File: src/hw/rtl/drl_pkg.sv
// ----------------------------------------------------------------------------
// drl_pkg
// Shared types and constants of the destination rate limited port rewriter:
// frame length limits, protocol codes, result codes, register indexes and
// the command and status bundles between controller and datapath.
// ----------------------------------------------------------------------------
package drl_pkg;

    localparam int TABLE_ENTRIES_DEF = 64;

    localparam int IN_DATA_W  = 136;
    localparam int OUT_DATA_W = 8;
    localparam int CFG_IDX_W  = 2;
    localparam int CFG_DATA_W = 64;

    localparam logic [63:0] HOLD_RESET = 64'd10000000000;

    localparam logic [15:0] ETH_HDR_BYTES  = 16'd14;
    localparam logic [15:0] IP_END_BYTES   = 16'd34;
    localparam logic [15:0] UDP_END_BYTES  = 16'd42;
    localparam logic [15:0] TCP_END_BYTES  = 16'd54;
    localparam logic [15:0] ETHERTYPE_IPV4 = 16'h0800;
    localparam logic [7:0]  PROTO_TCP      = 8'd6;
    localparam logic [7:0]  PROTO_UDP      = 8'd17;

    localparam logic [2:0] EV_NONE       = 3'd0;
    localparam logic [2:0] EV_SUPPRESSED = 3'd1;
    localparam logic [2:0] EV_INSERTED   = 3'd2;
    localparam logic [2:0] EV_REFRESHED  = 3'd3;
    localparam logic [2:0] EV_FULL       = 3'd4;

    localparam logic [1:0] KIND_NONE = 2'd0;
    localparam logic [1:0] KIND_UDP  = 2'd1;
    localparam logic [1:0] KIND_TCP  = 2'd2;

    localparam logic [CFG_IDX_W-1:0] CFG_HOLD_INTERVAL = 2'd0;
    localparam logic [CFG_IDX_W-1:0] CFG_NEW_DEST_PORT = 2'd1;
    localparam logic [CFG_IDX_W-1:0] CFG_NEW_SRC_PORT  = 2'd2;

    // Controller to datapath.
    typedef struct packed {
        logic       load_in;
        logic       scan_start;
        logic       scan_next;
        logic       write_time;
        logic       insert;
        logic       set_res;
        logic [2:0] ev;
        logic       load_out;
    } t_drl_cmd;

    // Datapath to controller.
    typedef struct packed {
        logic early;
        logic cnt_zero;
        logic full;
        logic hit;
        logic elapsed_gt;
        logic last;
        logic out_free;
    } t_drl_sts;

endpackage

File: src/hw/rtl/drl_ctrl.sv
// ----------------------------------------------------------------------------
// drl_ctrl
// Sequencer of the rate limiter: takes a request, classifies it, walks the
// filled part of the destination table one slot per cycle and hands the
// result to the output register.
// ----------------------------------------------------------------------------
module drl_ctrl import drl_pkg::*; (
    input  logic     i_clk,
    input  logic     i_rst_n,
    input  logic     i_s_axis_tvalid,
    output logic     o_s_axis_tready,
    input  t_drl_sts i_sts,
    output t_drl_cmd o_cmd
);

    localparam logic [1:0] S_IDLE  = 2'd0;
    localparam logic [1:0] S_CLASS = 2'd1;
    localparam logic [1:0] S_SCAN  = 2'd2;
    localparam logic [1:0] S_DONE  = 2'd3;

    logic [1:0] r_state;
    logic [1:0] n_state;

    assign o_s_axis_tready = (r_state == S_IDLE);

    always_comb begin
        n_state = r_state;
        o_cmd   = '0;
        o_cmd.ev = EV_NONE;
        case (r_state)
            S_IDLE: begin
                if (i_s_axis_tvalid) begin
                    o_cmd.load_in = 1'b1;
                    n_state = S_CLASS;
                end
            end
            S_CLASS: begin
                if (i_sts.early) begin
                    o_cmd.set_res = 1'b1;
                    o_cmd.ev = EV_NONE;
                    n_state = S_DONE;
                end else if (i_sts.cnt_zero) begin
                    o_cmd.insert = 1'b1;
                    o_cmd.set_res = 1'b1;
                    o_cmd.ev = EV_INSERTED;
                    n_state = S_DONE;
                end else begin
                    o_cmd.scan_start = 1'b1;
                    n_state = S_SCAN;
                end
            end
            S_SCAN: begin
                if (i_sts.hit) begin
                    o_cmd.set_res = 1'b1;
                    if (i_sts.elapsed_gt) begin
                        o_cmd.write_time = 1'b1;
                        o_cmd.ev = EV_REFRESHED;
                    end else begin
                        o_cmd.ev = EV_SUPPRESSED;
                    end
                    n_state = S_DONE;
                end else if (i_sts.last) begin
                    o_cmd.set_res = 1'b1;
                    if (i_sts.full) begin
                        o_cmd.ev = EV_FULL;
                    end else begin
                        o_cmd.insert = 1'b1;
                        o_cmd.ev = EV_INSERTED;
                    end
                    n_state = S_DONE;
                end else begin
                    o_cmd.scan_next = 1'b1;
                end
            end
            S_DONE: begin
                if (i_sts.out_free) begin
                    o_cmd.load_out = 1'b1;
                    n_state = S_IDLE;
                end
            end
            default: begin
                n_state = S_IDLE;
            end
        endcase
    end

    always_ff @(posedge i_clk) begin
        if (!i_rst_n) begin
            r_state <= S_IDLE;
        end else begin
            r_state <= n_state;
        end
    end

endmodule

File: config.mk
export PLATFORM = sky130hd
export DESIGN_NAME = drl_ctrl
export DESIGN_NICKNAME = d
export VERILOG_FILES = /design/src/hw/rtl/drl_pkg.sv /design/src/hw/rtl/drl_ctrl.sv
export SDC_FILE = /design/constraint.sdc
export NUM_CORES = 1
export LEC_CHECK = 0
export ABC_AREA = 0
export BUFFER_PORTS_ARGS = -buffer_cell sky130_fd_sc_hd__buf_2
export CAP_MARGIN = 30
export CELL_PAD_IN_SITES_DETAIL_PLACEMENT = 1
export CELL_PAD_IN_SITES_GLOBAL_PLACEMENT = 1
export CORE_AREA = 4 4 41 43
export CTS_CLUSTER_SIZE = 25
export DETAILED_ROUTE_END_ITERATION = 8
export DIE_AREA = 0 0 45 47
export GPL_TIMING_DRIVEN = 0
export PLACE_DENSITY_LB_ADDON = 0.1
export SLEW_MARGIN = 15
export SYNTH_ARGS = -nofsm -noshare
export SYNTH_HDL_FRONTEND = slang
export SYNTH_SLANG_ARGS = --single-unit
File: constraint.sdc
create_clock -name i_clk -period 1.8 [get_ports i_clk]
set_clock_uncertainty 0.05 [all_clocks]
set_input_delay 0.18 -clock i_clk [delete_from_list [all_inputs] [get_ports i_clk]]
set_output_delay 0.18 -clock i_clk [all_outputs]
set_load 0.03 [all_outputs]
After elaboration in Yosys (flattened, before gate mapping)

Cells that the tools add are included.

Div/mod/pow operators: 0
Shift-type cells: 0
Magnitude comparators: 0
Add/sub/neg operators: 0
Reduce and logical (&&, ||, !) cells: 2
Bitwise gates (word level): 0
Mux-type cells: 29
Multiply operators: 0
Equality and inequality tests: 6

Operators with widths:

| kind                                                            | count |
|---|---|
| 1-bit two-way mux                                               | 15 |
| 2-bit two-way mux                                               | 7 |
| 5-bit two-way mux                                               | 2 |
| 5-bit case mux with 2 select lines                              | 1 |
| 4-bit two-way mux                                               | 2 |
| 2-bit case mux with 4 select lines                              | 1 |
| 2-bit == test, second input constant                            | 2 |
| 2-bit != test, second input constant                            | 2 |
| 3-bit two-way mux                                               | 1 |
| 3-bit != test, second input constant                            | 1 |
| 3-bit AND reduction                                             | 1 |
| 2-bit by 1-bit == test with 1-bit output, second input constant | 1 |
| 2-bit zero test                                                 | 1 |

Input port bits: 10
Memories: 0
Output and inout bits: 11
ROM bits: 0
Bits in writable memories: 0
Latch bits: 0
Word-level logic and storage cells: 38
Register bits after elaboration: 2

Logic depth before layout (Yosys ltp)

Gate-level depths: netlist of run 1.

Word-level depth: 4
Gate-level depth with buffers: 5
Depth with buffers taken out: 5

Worst setup path before layout of run 1

No wires, ideal clock.

Kind: register to output
From: register r_state[0]
To: output port o_cmd[3] in the netlist's numbering
Required time: 1.570 ns
Cell stages (with the launch flop): 5
Path slack: -0.014 ns
Buffers on the path: 0
Arrival time: 1.584 ns
Cell sequence: dfxtp_1 > inv_1 > ha_1 > nand3_1 > nor3b_1

RTL lines:

| what                   | line           | RTL |
|---|---|---|
| from (decl)            | drl_ctrl.sv:21 | `logic [1:0] r_state;` |
| from (signal assigned) | drl_ctrl.sv:91 | `r_state <= n_state;` |
| to (decl)              | drl_ctrl.sv:13 | `output t_drl_cmd o_cmd` |

==> results of run 1 <==
==> cell families (layout without fill, tap and decap cells) <==
| logic type | Yosys count | count (layout) | share of synthesized area, % |
|---|---|---|---|
| AND/OR/NAND/NOR | 16 | 16 | 35.8 |
| buffers and inverters | 4 | 27 | 5.00 |
| adder cells (fa/ha/maj) | 5 | 5 | 20.8 |
| AO/OA/AOI/OAI | 11 | 11 | 25.0 |
| flip-flops | 2 | 2 | 13.3 |
==> cells in the mapped netlist <==
library cell,count
nand2_1,1
nand4_1,1
nand3_1,1
nand3b_1,1
and3_1,1
a21oi_1,2
nor2b_1,1
o21ai_0,3
and2_2,1
ha_1,5
and2_1,3
nor3b_1,3
a31o_1,1
a41o_1,1
a21boi_0,3
o2111ai_1,1
inv_1,4
nand2b_1,2
or3b_4,1
dfxtp_1,2
==> timing repair <==
item / in CTS / in global routing
pin swaps: 0 / 0
setup endpoints to repair: 2 / 5
resized for setup: 2 / 5
==> area by class of cell <==
class	instances	area (um^2)
inverters	4	15.0
repair buffers	20	108
fillers	161	842
multi-input cells	32	253
clock buffers	3	22.5
flip-flops and latches	2	42.5
well taps	15	18.8
==> metal layers <==
layer,share of wire [%],GRT usage (%),wire length (um),vias up
met2,46,16.1,400,14
li1,-,-,-,182
met5,0,0,0,-
met3,11,1.53,94,0
met4,0,5.26,0,0
met1,44,11.1,381,166
==> report_power, final <==
part	total (mW)	switching, mW	internal, mW
sequential	0.0997	0.0278	0.0720
combinational	0.459	0.284	0.175
clock	0.0986	0.0250	0.0735
total	0.658	0.337	0.321
==> cell usage in the layout, fill, tap and decap left out <==
cell type / Yosys / routed
nand2_1: 1 / 1
buf_4: 0 / 1
inv_2: 0 / 1
ha_2: 0 / 1
nor3b_2: 0 / 1
o21ai_0: 3 / 3
and2_1: 3 / 3
and3_1: 1 / 1
nand4_1: 1 / 1
a31o_1: 1 / 1
nor2b_1: 1 / 1
a21oi_1: 2 / 2
nand2b_1: 2 / 2
dfxtp_2: 0 / 2
nand3b_1: 1 / 1
a21boi_0: 3 / 3
or3b_4: 1 / 1
nand3_1: 1 / 1
inv_1: 4 / 3
buf_2: 0 / 17
clkbuf_4: 0 / 5
nor3b_1: 3 / 2
and2_2: 1 / 1
a41o_1: 1 / 1
ha_1: 5 / 4
o2111ai_1: 1 / 1
==> worst paths after layout <==
check                                   to        from  slack (ns)
worst min-delay path            r_state[0]     i_rst_n        0.14
worst max-delay path              o_cmd[7]  r_state[0]        0.05
worst min register to register  r_state[0]  r_state[0]        0.57
worst max register to register  r_state[1]  r_state[0]        0.31
==> worst max-delay path, stage by stage, from the launching register on <==
cell      delay (ns)
dfxtp_2         0.33
inv_2           0.09
ha_2            0.21
or3b_4          0.42
inv_1           0.06
clkbuf_4        0.18
==> impl_results.md, run 1 <==
- Starting Density: 23.1%
- First-pass iteration count of the detailed router: 2
- Initial antenna violation count: 0
- CP required: 1.57 ns
- RSZ-0062 raised after global routing: yes
- Post-synth top area cell: ha_1
- Layout cells sized above 1: 49.2%
- Clock slew at reported path FFs: 0.03 ns
- Hold Fails Final Rpt: 0
- DRT iter0 DRCs: 3
- Synth Instances: 38
- Core Util, Final: 35.3%
- Final clock period utilization by the worst path: 97.0%
- Placement row count: 13
- Die W: 45 um
- Worst IR Drop VDD: 537 uV
- Startpoint Class: flop
- Drt wl/cell: 11.5 um
- Number of port buffers: 20
- Power Total: 0.658 mW
- Clock H-tree levels: 1
- Number of global-route vias before repair: 382
- Worst hold path type: input pin to flop
- Final wirelength: 875 um
- Post-synthesis sequential area ratio: 13.3%
- Power Density: 1430 mW/mm^2
- Antenna viol nets, final: 0
- Synth Register Bits: 2
- Die area: 0.00212 mm^2
- Synth top area share: 20.8%
- Crit end category: output pin
- Hold Path Depth: 3
- MaxCap Viol Count: 0
- Max-slew violations: 0
- Core ar.: 0.00130 mm^2
- # setup viols final: 0
- Critical path arrival: 1.52 ns
- Gr ovfl total: 0
- Nets: 78
- Hold slack final: 0.139 ns
- Largest net degree at the start of global routing: 8
- Area Overhead vs Synth: 52.9%
- Setup TNS: 0 ns
- Io pins: 21
- Critical path class: flop to output pin
- CTS root buffer: clkbuf_4
- Setup Buffers After CTS: 0
- Cell Area, Placed: 424 um^2
- Status: finished, final reports clean
- Vias: 362
- Minimum clock period: 1.75 ns
- Cell area after layout: 459 um^2
- Worst slew pin tran: 0.280 ns
- Netlist cell types: 20
- Setup slack after layout: 0.0548 ns
- Worst reg-to-reg path cell count: 5
- Placed Cells: 73
- DRC viols: 0
- First-pass GRT wire length: 1490 um
- Max reg flops: 2
- Achievable Freq: 0.573 GHz
- Static Leak: 0.231 nW
- Clk sinks: 2
- Hold bufs inserted after CTS: 0
- Setup Slack @ Placement: 0.185 ns
- Biggest regs: r_state (2)
- Number of diodes: 0
- Vias per cell: 4.76
- Mean Syn Cell Area: 7.90 um^2
- Syn_nets: 53
- Placer Congestion: 0.715
- Largest register by flop count: r_state
- Synth area leaders: ha_1 21%, dfxtp_1 13%, a21boi_0 7.5%
- Die Y: 47 um
- Tot GR Track Use: 9.38%
- Final Instance Count excl. Fillers: 76
- Post-DP HPWL: 724 um
- Clock latency on the worst-skew pair: 0.22 ns
- Synth warnings: 0
- Mapped cell area: 300 um^2
- Clock buffer depth: 2
- CTS Buf Count: 3
- Rel. slew slack: 81.1%
- CTS tree: built
- CP Max Fanout: 5
Power figures use the tool's default switching activity.
==> inputs of run 2 (changes only) <==
--- a/config.mk
+++ b/config.mk
@@ -5,7 +5,7 @@
 export SDC_FILE = /design/constraint.sdc
 export NUM_CORES = 1
 export LEC_CHECK = 0
-export ABC_AREA = 0
+export ABC_AREA = 1
 export BUFFER_PORTS_ARGS = -buffer_cell sky130_fd_sc_hd__buf_2
 export CAP_MARGIN = 30
 export CELL_PAD_IN_SITES_DETAIL_PLACEMENT = 1
==> constraint.sdc (replaced) <==
create_clock -name i_clk -period 2.24 [get_ports i_clk]
set_clock_uncertainty 0.05 [all_clocks]
set_input_delay 0.224 -clock i_clk [delete_from_list [all_inputs] [get_ports i_clk]]
set_output_delay 0.224 -clock i_clk [all_outputs]
set_load 0.03 [all_outputs]
==> run 2 against run 1 <==
Compared with the run above: sequential power shrank 20%; sequential share of layout area decreased by 0.52 points; power down 13%; sequential cell count unchanged; worst hold slack better by 0.052 ns; count of clock-buffer cells in the layout unchanged; via count increased by 6.4%; non-clock buffer count unchanged; clock power shrank 21%; synthesized cell count up 34%; cell count increased by 17%; synthesized area up 5.4%; largest power group unchanged.
==> impl_results.md, run 2 <==
- MaxCap Viol Count: 0 (unchanged)
- Setup Buffers After CTS: 0 (unchanged)
- Mean Syn Cell Area: 6.21 um^2 (was 7.90 um^2)
- CP Max Fanout: 5 (unchanged)
- Synth Instances: 51 (was 38)
- Initial antenna violation count: 0 (unchanged)
- Clock buffer depth: 2 (unchanged)
- Critical path arrival: 1.51 ns (was 1.52 ns)
- Hold slack final: 0.191 ns (was 0.139 ns)
- Max reg flops: 2 (unchanged)
- Critical path class: flop to output pin (unchanged)
- Core ar.: 0.00130 mm^2 (unchanged)
- Largest net degree at the start of global routing: 7 (was 8)
- Number of global-route vias before repair: 360 (was 382)
- Final Instance Count excl. Fillers: 89 (was 76)
- Largest register by flop count: r_state (unchanged)
- Synth warnings: 0 (unchanged)
- Cell Area, Placed: 435 um^2 (was 424 um^2)
- Power Total: 0.573 mW (was 0.658 mW)
- CTS tree: built (unchanged)
- Drt wl/cell: 9.38 um (was 11.5 um)
- Switching part of the total: 55.7% (was 51.2%)
- Static Leak: 0.284 nW (was 0.231 nW)
- Commonest cells after routing, fill and taps aside: 20 x buf_2, 12 x inv_1, 9 x nand2_1, 5 x ha_1 (was 17 x buf_2, 5 x clkbuf_4, 4 x ha_1)
- Cell family with most CP delay: buffers and inverters (was simple AND/OR/NAND/NOR gates)
- Setup TNS: 0 ns (unchanged)
- Tot GR Track Use: 9.23% (was 9.38%)
- Post-synthesis sequential area ratio: 12.6% (was 13.3%)
- Number of port buffers: 20 (unchanged)
- CP max stage cell: dfxtp_1 (was or3b_4)
- P_int: 0.254 mW (was 0.321 mW)
- Setup slack after layout: 0.458 ns (was 0.0548 ns)
- Mapped cell area: 317 um^2 (was 300 um^2)
- Antenna viol nets, final: 0 (unchanged)
- Rel. slew slack: 81.3% (was 81.1%)
- Post-synth EDFFs: 0 (unchanged)
- Starting Density: 24.3% (was 23.1%)
- Hold bufs inserted after CTS: 0 (unchanged)
- CTS Buf Count: 3 (unchanged)
- Hold Fails Final Rpt: 0 (unchanged)
- CTS root buffer: clkbuf_4 (unchanged)
- Die area: 0.00212 mm^2 (unchanged)
- Placer Congestion: 0.672 (was 0.715)
- Post-synth top flop: dfxtp_1 (unchanged)
- Biggest regs: r_state (2) (unchanged)
- CP bufs+invs: 3 (unchanged)
- Clock latency on the worst-skew pair: 0.22 ns (about the same)
- Status: finished, final reports clean (unchanged)
- DRT iter0 DRCs: 0 (was 3)
- Flop pwr share: 13.9% (was 15.2%)
- Syn_nets: 66 (was 53)
- Achievable Freq: 0.561 GHz
- Number of diodes: 0 (unchanged)
- Post-synth top area cell: ha_1 (unchanged)
- CP required: 1.97 ns (was 1.57 ns)
- Layout cells sized above 1: 39.2% (was 49.2%)
- Netlist cell types: 18 (was 20)
- Die Y: 47 um (unchanged)
- Io pins: 21 (unchanged)
- First-pass iteration count of the detailed router: 1 (was 2)
- Die W: 45 um (unchanged)
- Post-DP HPWL: 733 um (was 724 um)
- Gr ovfl total: 0 (unchanged)
- # setup viols final: 0 (unchanged)
- Post-synth top cells: 12 x inv_1, 9 x nand2_1, 5 x ha_1 (was 5 x ha_1, 4 x inv_1)
- CP peak stage delay: 0.40 ns (was 0.42 ns)
- Placed Cells: 86 (was 73)
- Worst IR Drop VDD: 438 uV (was 537 uV)
- Crit path cell chain: inv_1 -> ha_1 -> inv_1 -> nor3_1 -> buf_2 (was inv_2 -> ha_2 -> or3b_4 -> inv_1 -> clkbuf_4)
- DRC viols: 0 (unchanged)
- Nets: 91 (was 78)
- Post-CTS resize count: 0 (was 2)
- Worst hold path type: input pin to flop (unchanged)
- Power Density: 1250 mW/mm^2 (was 1430 mW/mm^2)
- Most common cell after layout, fill and taps aside: buf_2 (unchanged)
- P_sw: 0.319 mW (was 0.337 mW)
- Clk sinks: 2 (unchanged)
- Core Util, Final: 35.2% (was 35.3%)
- Synth top area share: 19.8% (was 20.8%)
- Max-slew violations: 0 (unchanged)
- Area Overhead vs Synth: 44.7% (was 52.9%)
- Synth Register Bits: 2 (unchanged)
- Most frequent cell after synthesis: inv_1 (was ha_1)
- Startpoint Class: flop (unchanged)
- Placement row count: 13 (unchanged)
- Clock slew at reported path FFs: 0.03 ns (about the same)
- Clock H-tree levels: 1 (unchanged)
- Minimum clock period: 1.78 ns
- First-pass GRT wire length: 1460 um (was 1490 um)
- Clk pwr share: 13.6% (was 15.0%)
- Setup Slack @ Placement: 0.668 ns (was 0.185 ns)
- Synth area leaders: ha_1 20%, inv_1 14%, dfxtp_1 13% (was ha_1 21%, dfxtp_1 13%, a21boi_0 7.5%)
- Most used cell, CP: inv_1
- Worst slew pin tran: 0.278 ns (was 0.280 ns)
- Final wirelength: 835 um (was 875 um)
- Vias: 385 (was 362)
- Ys async rst share: 0% (unchanged)
- Cell area after layout: 458 um^2 (was 459 um^2)
- Final clock period utilization by the worst path: 79.6%
- Vias per cell: 4.33 (was 4.76)
- Crit end category: output pin (unchanged)
- RSZ-0062 raised after global routing: no (was yes)
- Comb pwr share: 72.5% (was 69.9%)
## run 2: metal layers
metal	wire (um)	track usage [%]	up-vias
met2	434	16.7	9
met4	0	5.26	0
met5	0	0	-
met1	357	11.1	173
met3	43	0	0
li1	-	-	203
## run 2: worst register-to-register path, cell delays in order, from the launching register on
cell and delay [ns]:
dfxtp_1 0.40, inv_1 0.11, ha_1 0.24, nand2_1 0.08, nand2_1 0.11, nor3_1 0.20, nor2_1 0.07
## run 2: cell type report
type                            count  area (um^2)
Fill cell                         184          843
Multi-Input combinational cell     36          228
Timing Repair Buffer               20          100
Inverter                           13         48.8
Sequential cell                     2         40.0
Clock buffer                        3         22.5
Tap cell                           15         18.8
## run 2: logic make-up (layout without fill, tap and decap cells)
family	count (synthesis)	in the layout	share of synthesized area [%]
DFF	2	2	12.6
and+or+nand+nor	22	22	36.0
AOI/OAI and AO/OA	9	9	16.2
adders and majority gates	5	5	19.8
buffers and inverters	13	36	15.4
## run 2: worst paths after layout
check | slack (ns) | depth (start not counted) | endpoint | start
hold reg to reg | 0.48 | 2 | r_state[0] | r_state[0]
setup / recovery | 0.46 | 5 | o_cmd[3] | r_state[0]
setup reg to reg | 0.86 | 6 | r_state[1] | r_state[0]
hold / removal | 0.19 | 3 | r_state[0] | i_rst_n
## run 2: power by group through the flow
stage / sequential [mW] / combinational (mW) / clock [mW]
detailed placement: 0.0815 / 0.424 / 0
global route: 0.0863 / 0.470 / 0.0868
global placement: 0.0812 / 0.423 / 0
floorplan: 0.0724 / 0.325 / 0
CTS: 0.0809 / 0.427 / 0.0832
finish: 0.0798 / 0.415 / 0.0778
==> inputs of run 3 (changes only) <==
--- a/config.mk
+++ b/config.mk
@@ -10,10 +10,10 @@
 export CAP_MARGIN = 30
 export CELL_PAD_IN_SITES_DETAIL_PLACEMENT = 1
 export CELL_PAD_IN_SITES_GLOBAL_PLACEMENT = 1
-export CORE_AREA = 4 4 41 43
+export CORE_AREA = 4 4 43 45
 export CTS_CLUSTER_SIZE = 25
 export DETAILED_ROUTE_END_ITERATION = 8
-export DIE_AREA = 0 0 45 47
+export DIE_AREA = 0 0 47 49
 export GPL_TIMING_DRIVEN = 0
 export PLACE_DENSITY_LB_ADDON = 0.1
 export SLEW_MARGIN = 15
==> constraint.sdc (replaced) <==
create_clock -name i_clk -period 1.59 [get_ports i_clk]
set_clock_uncertainty 0.05 [all_clocks]
set_input_delay 0.159 -clock i_clk [delete_from_list [all_inputs] [get_ports i_clk]]
set_output_delay 0.159 -clock i_clk [all_outputs]
set_load 0.03 [all_outputs]
==> run 3 against run 2 <==
Compared with the run above: core utilization grew 3.2 points; via count shrank 0.26%; wire length grew 5.5%; worst hold slack lost 0.077 ns; clock power grew 44%; cell count grew 2.2%; power grew 78%; first-iteration DRC count is the same; critical endpoint unchanged; largest cell class unchanged.
==> impl_results.md, run 3 (synthesis results as in run 2) <==
- Max reg flops: 2 (unchanged)
- GR peak layer: met2 (unchanged)
- CP Max Fanout: 5 (unchanged)
- Crit end category: output pin (unchanged)
- Clock buffer depth: 2 (unchanged)
- Number of global-route vias before repair: 334 (was 360)
- GRT met1 Usage: 11.1% (about the same)
- Number of diodes: 0 (unchanged)
- Rel. slew slack: 77.9% (was 81.3%)
- Number of port buffers: 20 (unchanged)
- First-pass iteration count of the detailed router: 1 (unchanged)
- Met3 Use GR: 1.48% (was 0%)
- Static Leak: 0.291 nW (was 0.284 nW)
- Worst slew pin tran: 0.328 ns (was 0.278 ns)
- Hold Path Depth: 3 (unchanged)
- CTS root buffer: clkbuf_4 (unchanged)
- Placement row count: 14 (was 13)
- Nets: 92 (was 91)
- DRT iter0 DRCs: 0 (unchanged)
- CTS Buf Count: 3 (unchanged)
- Grt met2 use: 12.0% (was 16.7%)
- Vias: 384 (was 385)
- First-pass GRT wire length: 1440 um (was 1460 um)
- Final wirelength: 881 um (was 835 um)
- Power Total: 1.02 mW (was 0.573 mW)
- CP peak stage delay: 0.35 ns (was 0.40 ns)
- Hold slack final: 0.114 ns (was 0.191 ns)
- Crit path cell chain: clkinvlp_4 -> buf_6 -> ha_4 -> nand3_2 -> nor3_2 -> buf_4 (was inv_1 -> ha_1 -> inv_1 -> nor3_1 -> buf_2)
- Minimum clock period: 1.55 ns
- CP max stage cell: dfxtp_4 (was dfxtp_1)
- Core ar.: 0.00147 mm^2 (was 0.00130 mm^2)
- Setup TNS: 0 ns (unchanged)
- Biggest regs: r_state (2) (unchanged)
- Commonest cells after routing, fill and taps aside: 15 x buf_2, 9 x nand2_1, 9 x inv_1, 5 x buf_6, 4 x a21oi_2 (was 20 x buf_2, 12 x inv_1, 9 x nand2_1, 5 x ha_1)
- CTS tree: built (unchanged)
- CP required: 1.38 ns (was 1.97 ns)
- Worst reg-to-reg path cell count: 7 (was 6)
- Largest net degree at the start of global routing: 7 (unchanged)
- Setup Slack @ Placement: 0.105 ns (was 0.668 ns)
- Post-DP HPWL: 728 um (was 733 um)
- RSZ-0062 raised after global routing: yes (was no)
- Die area: 0.00230 mm^2 (was 0.00212 mm^2)
- Clock slew at reported path FFs: 0.03 ns (about the same)
- Final clock period utilization by the worst path: 97.7%
- Vias per cell: 4.22 (was 4.33)
- R2R Setup Slk: 0.25 ns (was 0.86 ns)
- Layout fillers: 202 (was 184)
- Layout cells sized above 1: 60.0% (was 39.2%)
- Hold Fails Final Rpt: 0 (unchanged)
- Clk sinks: 2 (unchanged)
- Worst IR Drop VDD: 752 uV (was 438 uV)
- Worst hold path type: input pin to flop (unchanged)
- Setup slack after layout: 0.0366 ns (was 0.458 ns)
- Antenna viol nets, final: 0 (unchanged)
- Die W: 47 um (was 45 um)
- Gr ovfl total: 0 (unchanged)
- Largest register by flop count: r_state (unchanged)
- Tot GR Track Use: 8.22% (was 9.23%)
- Starting Density: 21.5% (was 24.3%)
- Status: finished, final reports clean (unchanged)
- Hold bufs inserted after CTS: 0 (unchanged)
- Area Overhead vs Synth: 78.7% (was 44.7%)
- Placer Congestion: 0.733 (was 0.672)
- # setup viols final: 0 (unchanged)
- Most common cell after layout, fill and taps aside: buf_2 (unchanged)
- Io pins: 21 (unchanged)
- Critical path arrival: 1.34 ns (was 1.51 ns)
- DRC viols: 0 (unchanged)
- Die Y: 49 um (was 47 um)
- Power Density: 1800 mW/mm^2 (was 1250 mW/mm^2)
- Achievable Freq: 0.644 GHz
- Drt wl/cell: 9.68 um (was 9.38 um)
- Initial antenna violation count: 0 (unchanged)
- Clock latency on the worst-skew pair: 0.22 ns (about the same)
- Clock H-tree levels: 1 (unchanged)
- Startpoint Class: flop (unchanged)
- Critical path class: flop to output pin (unchanged)
- Max-slew violations: 0 (unchanged)
- MaxCap Viol Count: 0 (unchanged)
## run 3: changes by cell type in the layout (fill, tap and decap cells not counted), moves of 3 or more
cell     previous run  this run
ha_1                5         2
buf_2              20        15
buf_6               0         5
a21oi_2             1         4
inv_1              12         9
a21oi_1             3         0
## run 3: metrics by stage
step                      cells  util (%)  instance area [um^2]
after floorplan              51         -                   322
after global placement       87      30.0                   442
after detailed placement     87      30.0                   442
after CTS                    90      32.9                   484
after global routing         91      38.4                   566
final                        91      38.4                   566
## run 3: area by class of cell
class,count,area (um^2),share of cell area (%)
inverter,13,52.6,9.29
timing repair buffer,21,139,24.6
tap,16,20.0,3.54
sequential,2,47.5,8.41
clock buffer,3,22.5,3.98
multi-input combinational,36,284,50.2
## run 3: where the power goes
part           switching, mW  total, mW  internal (mW)  leakage (nW)
clock network         0.0290      0.112         0.0833        0.0138
logic                  0.455      0.764          0.309         0.260
registers             0.0510      0.143         0.0923        0.0178
total                  0.535       1.02          0.485         0.291
## run 3: timing repair
| item | CTS | global route |
|---|---|---|
| resized for setup | 9 | 21 |
| setup buffers | 0 | 1 |
| pin swaps | 1 | 5 |
| setup endpoints to repair | 4 | 5 |
## run 3: path summary, 6_finish.rpt
check                  start          to
hold reg to reg   r_state[0]  r_state[0]
hold / removal       i_rst_n  r_state[0]
setup reg to reg  r_state[0]  r_state[1]
setup / recovery  r_state[0]    o_cmd[3]
## run 3: critical path: cells and delay by family, from the launching register on
kind	cells	cell delay, ns
buffers and inverters	3	0.38
DFF	1	0.35
and+or+nand+nor	2	0.23
adders and majority gates	1	0.16
## run 3: metal layers
layer | wire length (um) | up-vias | part of all wire (%)
met5 | 0 | - | 0
met4 | 0 | 0 | 0
met3 | 82 | 0 | 9.3
met2 | 416 | 13 | 47
met1 | 382 | 162 | 43
li1 | - | 209 | -
